$ cat src/hw/rtl/ogdi_pkg.sv
// ----------------------------------------------------------------------------
// ogdi_pkg
// Shared types and constants of the occupancy grid disk inflation block.
// ----------------------------------------------------------------------------
package ogdi_pkg;

   localparam int MAX_WIDTH  = 256;
   localparam int MAX_HEIGHT = 256;
   localparam int MAX_RADIUS = 15;

   localparam int COL_W  = 8;
   localparam int ROW_W  = 8;
   localparam int ADDR_W = COL_W + ROW_W;
   localparam int DIM_W  = 9;
   localparam int VAL_W  = 8;
   localparam int THR_W  = 7;
   localparam int RAD_W  = 4;
   localparam int OFS_W  = RAD_W + 1;
   localparam int SQ_W   = 9;
   localparam int IDX_W  = 3;

   localparam logic signed [VAL_W-1:0] BLOCKED_VALUE = 8'sd100;
   localparam logic signed [VAL_W-1:0] UNKNOWN_VALUE = -8'sd1;

   typedef enum logic [IDX_W-1:0] {
      REG_GRID_WIDTH  = 3'd0,
      REG_GRID_HEIGHT = 3'd1,
      REG_OCC_THR     = 3'd2,
      REG_WIN_HALF    = 3'd3,
      REG_REACH_SQ    = 3'd4
   } reg_index_type;

   localparam logic [DIM_W-1:0] RST_GRID_WIDTH  = 9'd256;
   localparam logic [DIM_W-1:0] RST_GRID_HEIGHT = 9'd256;
   localparam logic [THR_W-1:0] RST_OCC_THR     = 7'd50;
   localparam logic [RAD_W-1:0] RST_WIN_HALF    = 4'd1;
   localparam logic [SQ_W-1:0]  RST_REACH_SQ    = 9'd1;

   typedef struct packed {
      logic [DIM_W-1:0] grid_width;
      logic [DIM_W-1:0] grid_height;
      logic [THR_W-1:0] occ_level;
      logic [RAD_W-1:0] window_half_size;
      logic [SQ_W-1:0]  reach_sq_limit;
   } cfg_type;

   typedef enum logic [1:0] {
      OP_WRITE   = 2'd0,
      OP_SKIP    = 2'd1,
      OP_QUERY   = 2'd2,
      OP_OUTSIDE = 2'd3
   } op_type;

   typedef struct packed {
      op_type                  kind;
      logic [COL_W-1:0]        col_x;
      logic [ROW_W-1:0]        row_y;
      logic signed [VAL_W-1:0] cell_value;
   } entry_type;

   // grid size in use, saturated to the stored extent
   function automatic logic [DIM_W-1:0] eff_dim(input logic [DIM_W-1:0] v,
                                                input logic [DIM_W-1:0] lim);
      eff_dim = (v > lim) ? lim : v;
   endfunction

endpackage

$ cat src/hw/rtl/ogdi_front.sv
// ----------------------------------------------------------------------------
// ogdi_front
// Takes request words and classifies them by mode and grid bounds.
// ----------------------------------------------------------------------------
module ogdi_front (
   input  logic                            start,
   output logic                            busy,
   input  logic                            req_mode,
   input  logic [ogdi_pkg::COL_W-1:0]      req_col_x,
   input  logic [ogdi_pkg::ROW_W-1:0]      req_row_y,
   input  logic signed [ogdi_pkg::VAL_W-1:0] req_cell_value,
   input  ogdi_pkg::cfg_type               cfg,
   input  logic                            q_full,
   output logic                            q_push,
   output ogdi_pkg::entry_type             q_entry
);

   logic [ogdi_pkg::DIM_W-1:0] w_eff;
   logic [ogdi_pkg::DIM_W-1:0] h_eff;
   logic                       in_grid;

   assign w_eff  = ogdi_pkg::eff_dim(cfg.grid_width, ogdi_pkg::DIM_W'(ogdi_pkg::MAX_WIDTH));
   assign h_eff  = ogdi_pkg::eff_dim(cfg.grid_height, ogdi_pkg::DIM_W'(ogdi_pkg::MAX_HEIGHT));
   assign in_grid = ({1'b0, req_col_x} < w_eff) && ({1'b0, req_row_y} < h_eff);

   assign busy   = q_full;
   assign q_push = start && !q_full;

   always_comb begin
      q_entry.col_x      = req_col_x;
      q_entry.row_y      = req_row_y;
      q_entry.cell_value = req_cell_value;
      if (req_mode) begin
         q_entry.kind = in_grid ? ogdi_pkg::OP_QUERY : ogdi_pkg::OP_OUTSIDE;
      end else begin
         q_entry.kind = in_grid ? ogdi_pkg::OP_WRITE : ogdi_pkg::OP_SKIP;
      end
   end

endmodule

$ cat config.mk
export PLATFORM = sky130hd
export DESIGN_NAME = ogdi_front
export DESIGN_NICKNAME = d
export VERILOG_FILES = /design/src/hw/rtl/ogdi_pkg.sv /design/src/hw/rtl/ogdi_front.sv
export SDC_FILE = /design/constraint.sdc
export NUM_CORES = 1
export LEC_CHECK = 0
export BUFFER_PORTS_ARGS = -buffer_cell sky130_fd_sc_hd__buf_2
export CAP_MARGIN = 5
export CORE_UTILIZATION = 32
export DETAILED_ROUTE_END_ITERATION = 8
export PLACE_DENSITY = 0.88
export SYNTH_ARGS = -nofsm -noshare
export SYNTH_HDL_FRONTEND = slang
export SYNTH_SLANG_ARGS = --single-unit
$ cat constraint.sdc
create_clock -name vclk -period 2.6
set_clock_uncertainty 0.05 [all_clocks]
set_input_delay 0.52 -clock vclk [all_inputs]
set_output_delay 0.52 -clock vclk [all_outputs]
set_load 0.02 [all_outputs]
Word-level counts from Yosys, hierarchy flattened

Cells that the tools add are included.

Magnitude comparators: 4
Multiplexer cells: 5
Reduce and logical (&&, ||, !) cells: 3

Operator list:

| cell                                      | count |
|---|---|
| > comparator 9 bit, second input constant | 2 |
| < comparator 8 x 9 -> 1 bit               | 2 |
| 2-to-1 mux 9 bit                          | 2 |
| logical AND 1 bit                         | 2 |
| 2-to-1 mux 1 bit                          | 2 |
| 2-to-1 mux 2 bit                          | 1 |
| logical NOT 1 bit                         | 1 |

Register bits after elaboration: 0
Input bits: 65
Output and inout port bits: 28
Logic and storage cells: 12

Longest topological paths before layout

Depth in word-level cells: 6
Gate-level depth with buffers: 7
Mapped depth without buffers: 6

Least setup slack after synthesis

OpenSTA, ideal clock, no wires.

Path type: input port to output port
From: in cfg[28] in the netlist's numbering
To: out q_entry[24] in the netlist's numbering
Arrival time: 1820 ps
Required time: 2030 ps
Setup slack: 210 ps
Stages: 7
Buffers on the path: 1
Path through: clkbuf_1 > nand2b_1 > ha_1 > a211oi_1 > o32ai_1 > a211oi_2 > nand3_1

RTL lines:

| element         | RTL line         | source |
|---|---|---|
| start, declared | ogdi_front.sv:12 | `input ogdi_pkg::cfg_type cfg,` |
| end, declared   | ogdi_front.sv:15 | `output ogdi_pkg::entry_type q_entry` |

==> impl.org <==
** Clock tree
- Number of instances resized during post-cts repair :: 0
- Hold buffers post-CTS :: 0
- The number of setup buffers added after CTS is 0.

** Cells and area
- The final layout contains a sequential cell count of 0.
- Final Net Count :: 189
- The filler cells instantiated in the layout total 204.
- The post-route netlist has 53.7% of its cells at a drive strength greater than 1.
- Storage cell area :: 0 sq um
- # diodes :: 0
- Total of clock buffers placed in the layout :: 0
- Relative to the synthesized area, the layout overhead comes to 16.3%.

** Timing
- Worst max-slew margin expressed relative to the limit :: 80.3%
- Setup total negative slack on the finished layout was measured at 0 ns.
- The worst path uses 96.9% of the clock period.
- Total count of max-transition violations in the final report :: 0
- Transition time at the pin with the least slew margin :: 0.295 ns
- Final Hold Violating Endpoints :: 0
- Min Tclk post-route :: 2.52 ns
- Max Clock Freq :: 0.397 GHz
- Setup repair after global routing left no endpoint under its margin.
- Final setup violation count :: 0

** Power and ir drop
- After layout, the design draws a total of 129 uW.
- Leak pwr :: 0.000408 uW
- Power density relative to cell area :: 174 nW/um^2
- Across the VDD grid, the largest voltage drop is 0.0000606 V.

** Critical path
- Kind of start point of the critical path :: input port
- The worst setup path is of the in -> out kind.
- In this design, the stage delay of the slowest critical-path cell is 0.28 ns.
- Max Fanout on Critical Path :: 4
- Most Frequent Cell on Critical Path :: sky130_fd_sc_hd__buf_2
- The critical path goes through buf_2, nand2b_1, ha_1, a211oi_1, o32ai_1, a211oi_2, nand3_1, buf_2.
- Highest-delay cell along the critical path :: sky130_fd_sc_hd__ha_1
- For the worst setup path, the data arrival time is 1.95 ns.
- For the worst setup path, the data required time is 2.03 ns.
- The worst setup path is captured at a primary output.

** Floorplanning
- Area of the die :: 2180 sq um
- The total area inside the core boundary comes to 1800 sq um.
- During I/O placement, the number of pins put on the boundary was 93.
- The floorplan step set the die width to 46.7 um.
- The floorplan step set the die height to 46.7 um.
- For this configuration, the core starts out at a cell density of 35.4%.
- Number of core rows :: 15

** Detailed routing
- DRT antenna net count :: 0
- After the first detailed-routing iteration, the DRC count stood at 1.
- Number of optimization iterations in the first detailed-route pass :: 2
- In the routed design, unresolved DRC markers number 0.
- Detailed routing inserted a total of 619 vias.
- Using the TritonRoute via totals, the vias-per-cell ratio works out to 4.65.
- DR WL/cell :: 9.78 um
- The routed design has 1.30 mm of wire.

** Flow run
- Max Cap Viol :: 0

** Yosys
- Post-Synthesis Mean Instance Area :: 7.98 sq um
- The netlist uses 21 different library cells.
- Net count of the mapped netlist :: 159
- By area the synthesized netlist is led by sky130_fd_sc_hd__buf_4 31%, sky130_fd_sc_hd__ha_1 27%, sky130_fd_sc_hd__nand2b_1 14%.
- Mapped Cells :: 80
- For this run, the number of Yosys warnings is 0.
- Seq/Total Area, Yosys :: 0%
- The cell area that synthesis handed to floorplanning was 638 sq um.
- Fraction of post-synthesis cell area in the top cell type by area :: 30.6%
- Post-synth top area cell :: sky130_fd_sc_hd__buf_4

** Status
- The run finished with clean final reports.

** Global routing
- Global-route wire length before repair :: 1.84 mm
- Total global routing track utilization :: 11.0%
- The via count of the first global-routing pass is 532.
- After global routing the overflow that remains totals 0.
- The initial antenna violation count was 0.
- Pin count of the biggest net entering global routing :: 11

** Placement
- Port bufs :: 55
- At the end of routability-driven placement, the weighted congestion stood at 0.650.

** Min path
- The min-delay analysis places its worst path in the category in -> out.
- Worst hold start :: req_mode
- The path with the worst hold slack has its endpoint at q_entry[25].
- Counting instances, the worst hold path has a depth of 0.
-- cell type report --
type                            count  area [sq um]  share of cell area [%]
Multi-Input combinational cell     52           428                    57.7
Timing Repair Buffer               56           283                    38.1
Tap cell                           25          31.3                    4.22
-- power by group --
part | total, uW | internal, uW | switching [uW]
Sequential | 0 | 0 | 0
Combinational | 129 | 61.1 | 67.7
Clock | 0 | 0 | 0
Total | 129 | 61.1 | 67.7
-- layer usage --
layer  global-route usage, %  up-vias  wire (um)
li1                        -      309          -
met1                    9.89      273        487
met2                    25.3       35        719
met3                   0.392        2         91
met4                    1.71        0          2
met5                       0        -          0
-- stage by stage --
step / setup slack (ns) / cell area, sq um / util, % / hold slack (ns) / std cells
2_1_floorplan: 0.210 / 638 / - / 1.07 / 80
3_3_place_gp: 0.0689 / 742 / 41.2 / 0.990 / 133
3_5_place_dp: 0.0556 / 742 / 41.2 / 0.990 / 133
4_1_cts: 0.0526 / 742 / 41.2 / 0.990 / 133
5_1_grt: 0.00176 / 742 / 41.2 / 0.990 / 133
6_report: 0.0809 / 742 / 41.2 / 0.990 / 133
-- worst max path at each step --
stage	startpoint	slack [ns]	to
final	cfg[28]	0.08	q_entry[24]
after global routing	cfg[28]	0.002	q_entry[24]
after CTS	cfg[28]	0.05	q_entry[24]
after detailed placement	cfg[28]	0.06	q_entry[24]
after global placement	cfg[28]	0.07	q_entry[24]
after floorplan	cfg[28]	0.21	q_entry[24]
-- cell families after synthesis --
family | Yosys count | synth area share [%]
adder cells (fa/ha/maj) | 14 | 27.5
buffers and inverters | 28 | 32.9
AND/OR/NAND/NOR | 27 | 28.0
AO/OA/AOI/OAI | 11 | 11.6
-- worst max-delay path, delay by kind of cell --
family	cells	cell delay, ns
adder cells (fa/ha/maj)	1	0.28
AO/OA/AOI/OAI	3	0.64
AND/OR/NAND/NOR	2	0.23
buffers and inverters	2	0.27
-- cell usage after synthesis, drive strengths merged --
library cell,number
a211oi,2
nor3b,1
nor2,2
nand2b,14
a21oi,4
nor4b,1
buf,27
a21o,1
ha,14
o32ai,1
o21bai,1
o21ai,2
nand4b,1
clkbuf,1
and4b,1
nand2,3
nor2b,1
nand4,1
nand3,2
-- cell usage in the layout, fill, tap and decap left out, drive strengths merged, types with 2 or more instances in the layout --
master and count:
buf 56, o21ai 2, a211oi 2, nand3 2
ha 14, nand2 3, nor2 2, a21oi 4
nand2b 14
(Power assumes the default switching activity.)
