## src/hw/rtl/ogdi_pkg.sv

```systemverilog
// ----------------------------------------------------------------------------
// ogdi_pkg
// Shared types and constants of the occupancy grid disk inflation block.
// ----------------------------------------------------------------------------
package ogdi_pkg;

   localparam int MAX_WIDTH  = 256;
   localparam int MAX_HEIGHT = 256;
   localparam int MAX_RADIUS = 15;

   localparam int COL_W  = 8;
   localparam int ROW_W  = 8;
   localparam int ADDR_W = COL_W + ROW_W;
   localparam int DIM_W  = 9;
   localparam int VAL_W  = 8;
   localparam int THR_W  = 7;
   localparam int RAD_W  = 4;
   localparam int OFS_W  = RAD_W + 1;
   localparam int SQ_W   = 9;
   localparam int IDX_W  = 3;

   localparam logic signed [VAL_W-1:0] BLOCKED_VALUE = 8'sd100;
   localparam logic signed [VAL_W-1:0] UNKNOWN_VALUE = -8'sd1;

   typedef enum logic [IDX_W-1:0] {
      REG_GRID_WIDTH  = 3'd0,
      REG_GRID_HEIGHT = 3'd1,
      REG_OCC_THR     = 3'd2,
      REG_WIN_HALF    = 3'd3,
      REG_REACH_SQ    = 3'd4
   } reg_index_type;

   localparam logic [DIM_W-1:0] RST_GRID_WIDTH  = 9'd256;
   localparam logic [DIM_W-1:0] RST_GRID_HEIGHT = 9'd256;
   localparam logic [THR_W-1:0] RST_OCC_THR     = 7'd50;
   localparam logic [RAD_W-1:0] RST_WIN_HALF    = 4'd1;
   localparam logic [SQ_W-1:0]  RST_REACH_SQ    = 9'd1;

   typedef struct packed {
      logic [DIM_W-1:0] grid_width;
      logic [DIM_W-1:0] grid_height;
      logic [THR_W-1:0] occ_level;
      logic [RAD_W-1:0] window_half_size;
      logic [SQ_W-1:0]  reach_sq_limit;
   } cfg_type;

   typedef enum logic [1:0] {
      OP_WRITE   = 2'd0,
      OP_SKIP    = 2'd1,
      OP_QUERY   = 2'd2,
      OP_OUTSIDE = 2'd3
   } op_type;

   typedef struct packed {
      op_type                  kind;
      logic [COL_W-1:0]        col_x;
      logic [ROW_W-1:0]        row_y;
      logic signed [VAL_W-1:0] cell_value;
   } entry_type;

   // grid size in use, saturated to the stored extent
   function automatic logic [DIM_W-1:0] eff_dim(input logic [DIM_W-1:0] v,
                                                input logic [DIM_W-1:0] lim);
      eff_dim = (v > lim) ? lim : v;
   endfunction

endpackage

```

## src/hw/rtl/ogdi_queue.sv

```systemverilog
// ----------------------------------------------------------------------------
// ogdi_queue
// Two-entry queue between the front and back parts.
// ----------------------------------------------------------------------------
module ogdi_queue (
   input  logic                clock,
   input  logic                reset,
   input  logic                push,
   input  ogdi_pkg::entry_type push_entry,
   input  logic                pop,
   output ogdi_pkg::entry_type pop_entry,
   output logic                not_empty,
   output logic                full
);

   ogdi_pkg::entry_type slot_ff [2];
   logic                wr_ptr_ff, wr_ptr_in;
   logic                rd_ptr_ff, rd_ptr_in;
   logic [1:0]          count_ff, count_in;

   assign not_empty = (count_ff != 2'd0);
   assign full      = (count_ff == 2'd2);
   assign pop_entry = slot_ff[rd_ptr_ff];

   always_comb begin
      wr_ptr_in = push ? ~wr_ptr_ff : wr_ptr_ff;
      rd_ptr_in = pop  ? ~rd_ptr_ff : rd_ptr_ff;
      count_in  = count_ff + 2'(push) - 2'(pop);
   end

   always_ff @(posedge clock) begin
      if (reset) begin
         wr_ptr_ff <= 1'b0;
         rd_ptr_ff <= 1'b0;
         count_ff  <= 2'd0;
      end else begin
         wr_ptr_ff <= wr_ptr_in;
         rd_ptr_ff <= rd_ptr_in;
         count_ff  <= count_in;
      end
   end

   always_ff @(posedge clock) begin
      if (push) begin
         slot_ff[wr_ptr_ff] <= push_entry;
      end
   end

endmodule

```

## config.mk

```make
export PLATFORM = sky130hd
export DESIGN_NAME = ogdi_queue
export DESIGN_NICKNAME = d
export VERILOG_FILES = /design/src/hw/rtl/ogdi_pkg.sv /design/src/hw/rtl/ogdi_queue.sv
export SDC_FILE = /design/constraint.sdc
export NUM_CORES = 1
export LEC_CHECK = 0
export BUFFER_PORTS_ARGS = -buffer_cell sky130_fd_sc_hd__buf_2
export CAP_MARGIN = 15
export CORE_ASPECT_RATIO = 1.1
export CORE_MARGIN = 1
export CORE_UTILIZATION = 25
export CTS_BUF_LIST = sky130_fd_sc_hd__clkbuf_4 sky130_fd_sc_hd__clkbuf_8
export DETAILED_ROUTE_END_ITERATION = 8
export SLEW_MARGIN = 40
export SYNTH_ARGS = -nofsm -noshare
export SYNTH_HDL_FRONTEND = slang
export SYNTH_SLANG_ARGS = --single-unit
```

## constraint.sdc

```tcl
create_clock -name clock -period 5.4 [get_ports clock]
set_clock_uncertainty 0.1 [all_clocks]
set_input_delay 0.54 -clock clock [delete_from_list [all_inputs] [get_ports clock]]
set_output_delay 0.54 -clock clock [all_outputs]
set_load 0.05 [all_outputs]
```

# Yosys cells after proc, flatten, opt, wreduce, memory -nomap -nowiden
# Memories as Yosys holds them, arrays and structs flattened. A register that Yosys moved wholly into a read port is not among the register bits.
# Index checks and enable logic that the tools add are counted.
# W data, S select, Z words.
totals:
  word_cells: 14
  regBits: 4
  ram_bits: 52
  memories: 1
memory_table:
  columns: ["memory", "depth", "width", "read_ports", "rd_ports_with_merged_regs", "wr", "line_no", "text"]
  rows:
  - ["slot_ff", 2, 26, 1, 1, 1, "ogdi_queue.sv:16", "ogdi_pkg::entry_type slot_ff [2];"]
classes:
  muxes: 4
  n_eq_ne: 1
  n_reduce_logical: 1
  addsub: 2
  bitwise_logic: 2
ops:
  columns: ["op", "n"]
  rows:
  - ["$mux W1", 4]
  - ["$add A2 B1 Y2", 1]
  - ["$eq A2 B2 Y1 const B", 1]
  - ["$not A1 Y1", 2]
  - ["$reduce_bool A2 Y1", 1]
  - ["$sub A2 B1 Y2", 1]

# Depth between registers and ports, before layout
# Gate-level depths: netlist of run 1.
depth:
  ltp_word: 3
  mapped_depth: 6
  mapped_depth_nobuf: 6

# Worst setup path before layout of run 1
# No wires, ideal clock.
synth_path:
  path_kind: "input-to-reg"
  start: "input port push"
  end: "memory slot_ff[0][0] (netlist name) (enable)"
  arrival_time_ps: 1731
  cell_stages: 1
  setup_time_ps: 412
  path_buffers: 0
  path_slack_ps: 3157
  t_required_ps: 4888
  path_cell_list: "nor2b_1"
synth_via:
  elab_chain_len: 2
synth_rtl:
  columns: ["item", "line_no", "text"]
  rows:
  - ["from (decl)", "ogdi_queue.sv:8", "input logic push,"]
  - ["$mux W1", "ogdi_queue.sv:44", "if (push) begin"]
  - ["$mux W1 (not written as such)", "ogdi_queue.sv:45", "slot_ff[wr_ptr_ff] <= push_entry;"]
  - ["to (decl)", "ogdi_queue.sv:16", null]
# No other way between the ends.

==> results.sh, run 1 <==
export IMPL_status="finished clean"
export IMPL_synth_top_area_cell="edfxtp_1"
export IMPL_gp_congestion=0.647
export IMPL_regArea_um2=1670
export IMPL_reg2reg_depth=6
export IMPL_power_uw=1110
export IMPL_clk_latency_ps=320
export IMPL_criticalPathCategory="flop to output port"
export IMPL_cp_data_arrival_time_ps=1580
export IMPL_num_antenna_cells=0
export IMPL_timing_hold_violations_final=0
export IMPL_grt_max_degree=27
export IMPL_synth_top_family_by_area="multiplexers"
export IMPL_vias=1086
export IMPL_max_slew_worst_pin_slew_ps=481
export IMPL_cts_hold_buffers_added=0
export IMPL_die_w_um=91.4
export IMPL_synth_area_leaders="edfxtp_1, mux2_4, dfxtp_1"
export IMPL_slew_headroom=0.679
export IMPL_synthTopCellsByCount="edfxtp_1, mux2_4, mux2_2, dfxtp_1, nor2_1"
export IMPL_path_max_fanout=26
export IMPL_routedWlPerCell_um=12.6
export IMPL_initial_core_util=0.260
export IMPL_clock_sinks=57
export IMPL_root_buffer="clkbuf_8"
export IMPL_slowest_delay_ps=660
export IMPL_yosys_cell_count_top_type="edfxtp_1"
export IMPL_htree_levels=3
export IMPL_cp_slowest_cell="dfxtp_4"
export IMPL_numCtsBuffers=9
export IMPL_synth_top_area_frac=0.710
export IMPL_fillCellCount=838
export IMPL_period_minus_slack_ps=2220
export IMPL_ir_worst_vdd_v=0.000198
export IMPL_synthAdderAreaFrac=0.0114
export IMPL_crit_family="flip-flops"
export IMPL_areaGrowthSynthToFinish_pct=26.3
export IMPL_die_h_um=100
export IMPL_synth_edf_count=52
export IMPL_path_cells="mux2_2 -> buf_2"
export IMPL_rows=35
export IMPL_coreArea_um2=8450
export IMPL_clockBufferDepth=2
export IMPL_synth_area_um2=2200
export IMPL_synth_compound_area_frac=0
export IMPL_dp_cells=269
export IMPL_synth_cell_type_count=14
export IMPL_yosys_warnings=0
export IMPL_nNetsFinal=201
export IMPL_syn_nets=134
export IMPL_grt_pass1_vias=1085
export IMPL_vias_per_cell=3.81
export IMPL_post_cts_setup_buffers=0
export IMPL_synth_seq_cells=57
export IMPL_power_leakage_uw=0.00110
export IMPL_synth_xor_area_frac=0.0182
export IMPL_tritoncts="built"
export IMPL_synthFlopType="edfxtp_1"
export IMPL_drt_iter0_drc=48
export IMPL_fin_tns_setup_ps=0
export IMPL_drtPass1Iterations=4
export IMPL_ant_nets=0
export IMPL_ios=58
export IMPL_cp_end_kind="output port"
export IMPL_cts_resized=0
export IMPL_port_buffer_count=57
export IMPL_worstHoldPathType="input port to flop"
export IMPL_syn_area_per_cell_um2=21.6
export IMPL_setup_violations=0
export IMPL_ys_seq_area_frac=0.755
export IMPL_muxShareOfSynthArea=0.167
export IMPL_pwr_density_cell_nw_per_um2=398
export IMPL_worst_endpoint_required_ps=4760
export IMPL_antenna_found_initial=1
export IMPL_design_area_um2=2780
export IMPL_dieArea_um2=9180
export IMPL_gr_total_overflow=0
export IMPL_multi_input_area_um2=482
export IMPL_post_dp_cell_area_um2=2590
export IMPL_drv_slew=0
export IMPL_path_depth=2
export IMPL_grt_pass1_wl_um=5350
export IMPL_grt_usage=0.0823
export IMPL_critPathLaunchType="flop"
export IMPL_rsz0062_at_grt="no"
export IMPL_drc=0
export IMPL_clkTransAtPathRegs_ps=70
export IMPL_synthCells=102
export IMPL_instances_no_fill=285
export IMPL_cap_violations=0
export IMPL_holdPathStages=1
export IMPL_period_share=0.411
export IMPL_layout_drive_gt1_share=0.580
export IMPL_synthArstFlopShare=0
export IMPL_critPathBufInv=1
export IMPL_synth_simple_area_share=0.0210
export IMPL_max_freq_mhz=450
export IMPL_wirelength_um=3580
[cell type report]
| cell class | count | area share |
|---|---|---|
| Multi-Input combinational cell | 40 | 0.173 |
| Timing Repair Buffer | 59 | 0.108 |
| Clock buffer | 11 | 0.0500 |
| Inverter | 2 | 0.00270 |
| Clock inverter | 5 | 0.0167 |
| Sequential cell | 57 | 0.599 |
| Tap cell | 111 | 0.0500 |
[metal layers]
metal	routed length [um]	track usage
met1	1620	0.0926
met2	1680	0.124
met3	232	0.0394
met4	35	0.0549
met5	10	0
[stage by stage]
| stage | hold WS (ps) | worst slack, ps | util |
|---|---|---|---|
| 2_1_floorplan | 380 | 3160 | - |
| 3_3_place_gp | 394 | 3220 | 0.307 |
| 3_5_place_dp | 419 | 3490 | 0.307 |
| 4_1_cts | 281 | 3120 | 0.329 |
| 5_1_grt | 278 | 3090 | 0.329 |
| 6_report | 305 | 3180 | 0.329 |
[placed cells by master (no fill, tap or decap)]
| cell | n |
|---|---|
| and2_1 | 1 |
| buf_2 | 57 |
| buf_4 | 2 |
| bufinv_16 | 1 |
| clkbuf_4 | 2 |
| clkbuf_8 | 9 |
| clkinv_1 | 3 |
| clkinv_2 | 1 |
| dfxtp_1 | 4 |
| dfxtp_4 | 1 |
| edfxtp_1 | 52 |
| ha_1 | 2 |
| inv_1 | 2 |
| mux2_2 | 6 |
| mux2_4 | 20 |
| nor2_1 | 4 |
| nor2b_1 | 2 |
| nor2b_2 | 1 |
| or2_2 | 1 |
| xnor2_1 | 2 |
| xnor3_1 | 1 |
[cell families (layout without fill, tap and decap cells)]
group                    after synthesis  after routing
buffers and inverters                  5             77
adder cells (fa/ha/maj)                2              2
AND/OR/NAND/NOR                        9              9
flip-flops                            57             57
multiplexers                          26             26
XOR/XNOR                               3              3
[final timing paths]
path | startpoint | to | slack (ps)
worst max-delay path | flop | pop_entry[4] | 3180
worst min-delay path | push_entry[13] | slot_ff[1][13] | 300
worst max register to register | count_ff[0] | count_ff[1] | 4090
worst min register to register | rd_ptr_ff | flop | 430
[registers in the layout, summed over array words and instances (netlist names), named ones only]
register / flops
slot_ff: 52
rd_ptr_ff: 1
count_ff: 2
wr_ptr_ff: 1
[where the power goes]
part,internal (uW),switching [uW]
Sequential,515,19.1
Combinational,70.3,130
Clock,218,154
Note: power is estimated with default switching activity, not from simulation.
==> inputs of run 2 (changes only) <==
- clock period: 5.4 -> 2.2 ns (I/O delays scaled with it)
==> run 2 against run 1 <==
  * Power grew to 2.5 times the previous value
  * Global-route usage increased by 0.84 points
  * Setup slack got worse by 2800 ps
  * Critical path type unchanged
  * Final area up 11%
  * Critical endpoint is now pop_entry[2]
==> results.sh, run 2 (synthesized netlist as in run 1, its figures left out) <==
export IMPL_status="finished clean"
export IMPL_slowest_delay_ps=370
export IMPL_path_cells="buf_4 -> mux2_2 -> buf_2"
export IMPL_dieArea_um2=9180
export IMPL_critPathLaunchType="flop"
export IMPL_numCtsBuffers=9
export IMPL_routedWlPerCell_um=11.8
export IMPL_reg2reg_depth=6
export IMPL_worst_slack_ps=345
export IMPL_rows=35
export IMPL_antenna_found_initial=1
export IMPL_pwr_density_cell_nw_per_um2=910
export IMPL_criticalPathCategory="flop to output port"
export IMPL_instances_no_fill=317
export IMPL_clk_latency_ps=320
export IMPL_setup_violations=0
export IMPL_period_share=0.843
export IMPL_dp_cells=273
export IMPL_drc=0
export IMPL_cp_data_arrival_time_ps=1530
export IMPL_grt_pass1_wl_um=6000
export IMPL_die_w_um=91.4
export IMPL_holdPathStages=3
export IMPL_clkTransAtPathRegs_ps=60
export IMPL_coreArea_um2=8450
export IMPL_power_leakage_uw=0.00124
export IMPL_root_buffer="clkbuf_8"
export IMPL_clockBufferDepth=2
export IMPL_vias=1181
export IMPL_max_freq_mhz=539
export IMPL_post_dp_cell_area_um2=2620
export IMPL_drv_slew=0
export IMPL_nNetsFinal=232
export IMPL_ant_nets=0
export IMPL_layout_common_cells="buf_2, edfxtp_1, dlygate4sd3_1, mux2_4, clkbuf_8"
export IMPL_tritoncts="built"
export IMPL_layout_drive_gt1_share=0.527
export IMPL_power_uw=2820
export IMPL_cp_slowest_cell="mux2_2"
export IMPL_cap_violations=0
export IMPL_gr_total_overflow=0
export IMPL_path_depth=3
export IMPL_slew_headroom=0.806
export IMPL_areaGrowthSynthToFinish_pct=40.7
export IMPL_path_max_fanout=16
export IMPL_initial_core_util=0.260
export IMPL_wirelength_um=3750
export IMPL_fin_tns_setup_ps=0
export IMPL_crit_family="buffers and inverters"
export IMPL_worstHoldPathType="input port to flop"
export IMPL_largest_register_ffs=52
export IMPL_port_buffer_count=57
export IMPL_timing_hold_violations_final=0
export IMPL_critPathBufInv=2
export IMPL_grt_pass1_vias=1286
export IMPL_design_area_um2=3090
export IMPL_vias_per_cell=3.73
export IMPL_ir_worst_vdd_v=0.000449
export IMPL_clock_sinks=57
export IMPL_grt_usage=0.0907
export IMPL_period_minus_slack_ps=1850
export IMPL_die_h_um=100
export IMPL_dp_slack_ps=681
export IMPL_rsz0062_at_grt="no"
export IMPL_final_common_cell="buf_2"
export IMPL_top_regs="slot_ff: 52 flops, count_ff: 2 flops"
export IMPL_dp_hpwl_um=2440
export IMPL_gp_congestion=0.671
export IMPL_grt_max_degree=17
export IMPL_max_slew_worst_pin_slew_ps=291
export IMPL_worst_endpoint_required_ps=1880
export IMPL_drtPass1Iterations=4
export IMPL_htree_levels=3
export IMPL_drt_iter0_drc=38
export IMPL_regMostFlops="slot_ff"
export IMPL_fillCellCount=815
export IMPL_ios=58
export IMPL_cp_end_kind="output port"
run 2: repair_timing:
action / CTS / global route
endpoints found under the hold margin: 53 / 0
resized for setup: 0 / 0
hold buffers: 27 / 0
setup buffers: 0 / 0
run 2: worst register-to-register path, stage by stage (launching register included):
cell	delay (ps)
dfxtp_1	340
inv_1	50
ha_1	260
inv_1	40
ha_1	170
xnor3_1	190
nor2_1	40
run 2: cell type report:
cell class                      instances  area (um2)  share of cell area
Sequential cell                        57        1660               0.537
Timing Repair Buffer                   90         601               0.194
Multi-Input combinational cell         40         482               0.156
Clock buffer                           13         160              0.0518
Tap cell                              111         139              0.0449
Clock inverter                          3        40.0              0.0129
Inverter                                2        7.51             0.00243
Antenna cell                            1        2.50            0.000809
run 2: path summary, 6_finish.rpt:
path	end	from	slack [ps]
worst min register to register	flop	rd_ptr_ff	420
worst max-delay path	pop_entry[2]	flop	350
worst min-delay path	flop	pop	90
worst max register to register	count_ff[1]	count_ff[0]	910
run 2: per-stage QoR:
stage                      util  hold WS [ps]
after CTS                 0.366          63.5
final                     0.366          85.2
after detailed placement  0.310           311
after floorplan               -           192
after global routing      0.366          61.3
after global placement    0.310           307
run 2: report_power, final:
group	switching [uW]	total, uW	internal, uW	leakage (uW)
Combinational	354	565	212	0.000604
Clock	378	966	588	0.000108
Sequential	21.6	1280	1260	0.000530
Total	754	2820	2060	0.00124
run 2: metal layers:
| metal | part of all wire | vias up | wire length, um | GRT usage |
|---|---|---|---|---|
| li1 | - | 586 | - | - |
| met1 | 0.42 | 542 | 1580 | 0.0942 |
| met2 | 0.48 | 45 | 1810 | 0.150 |
| met3 | 0.087 | 8 | 325 | 0.0508 |
| met4 | 0.011 | 0 | 40 | 0.0403 |
| met5 | 0 | - | 0 | 0 |
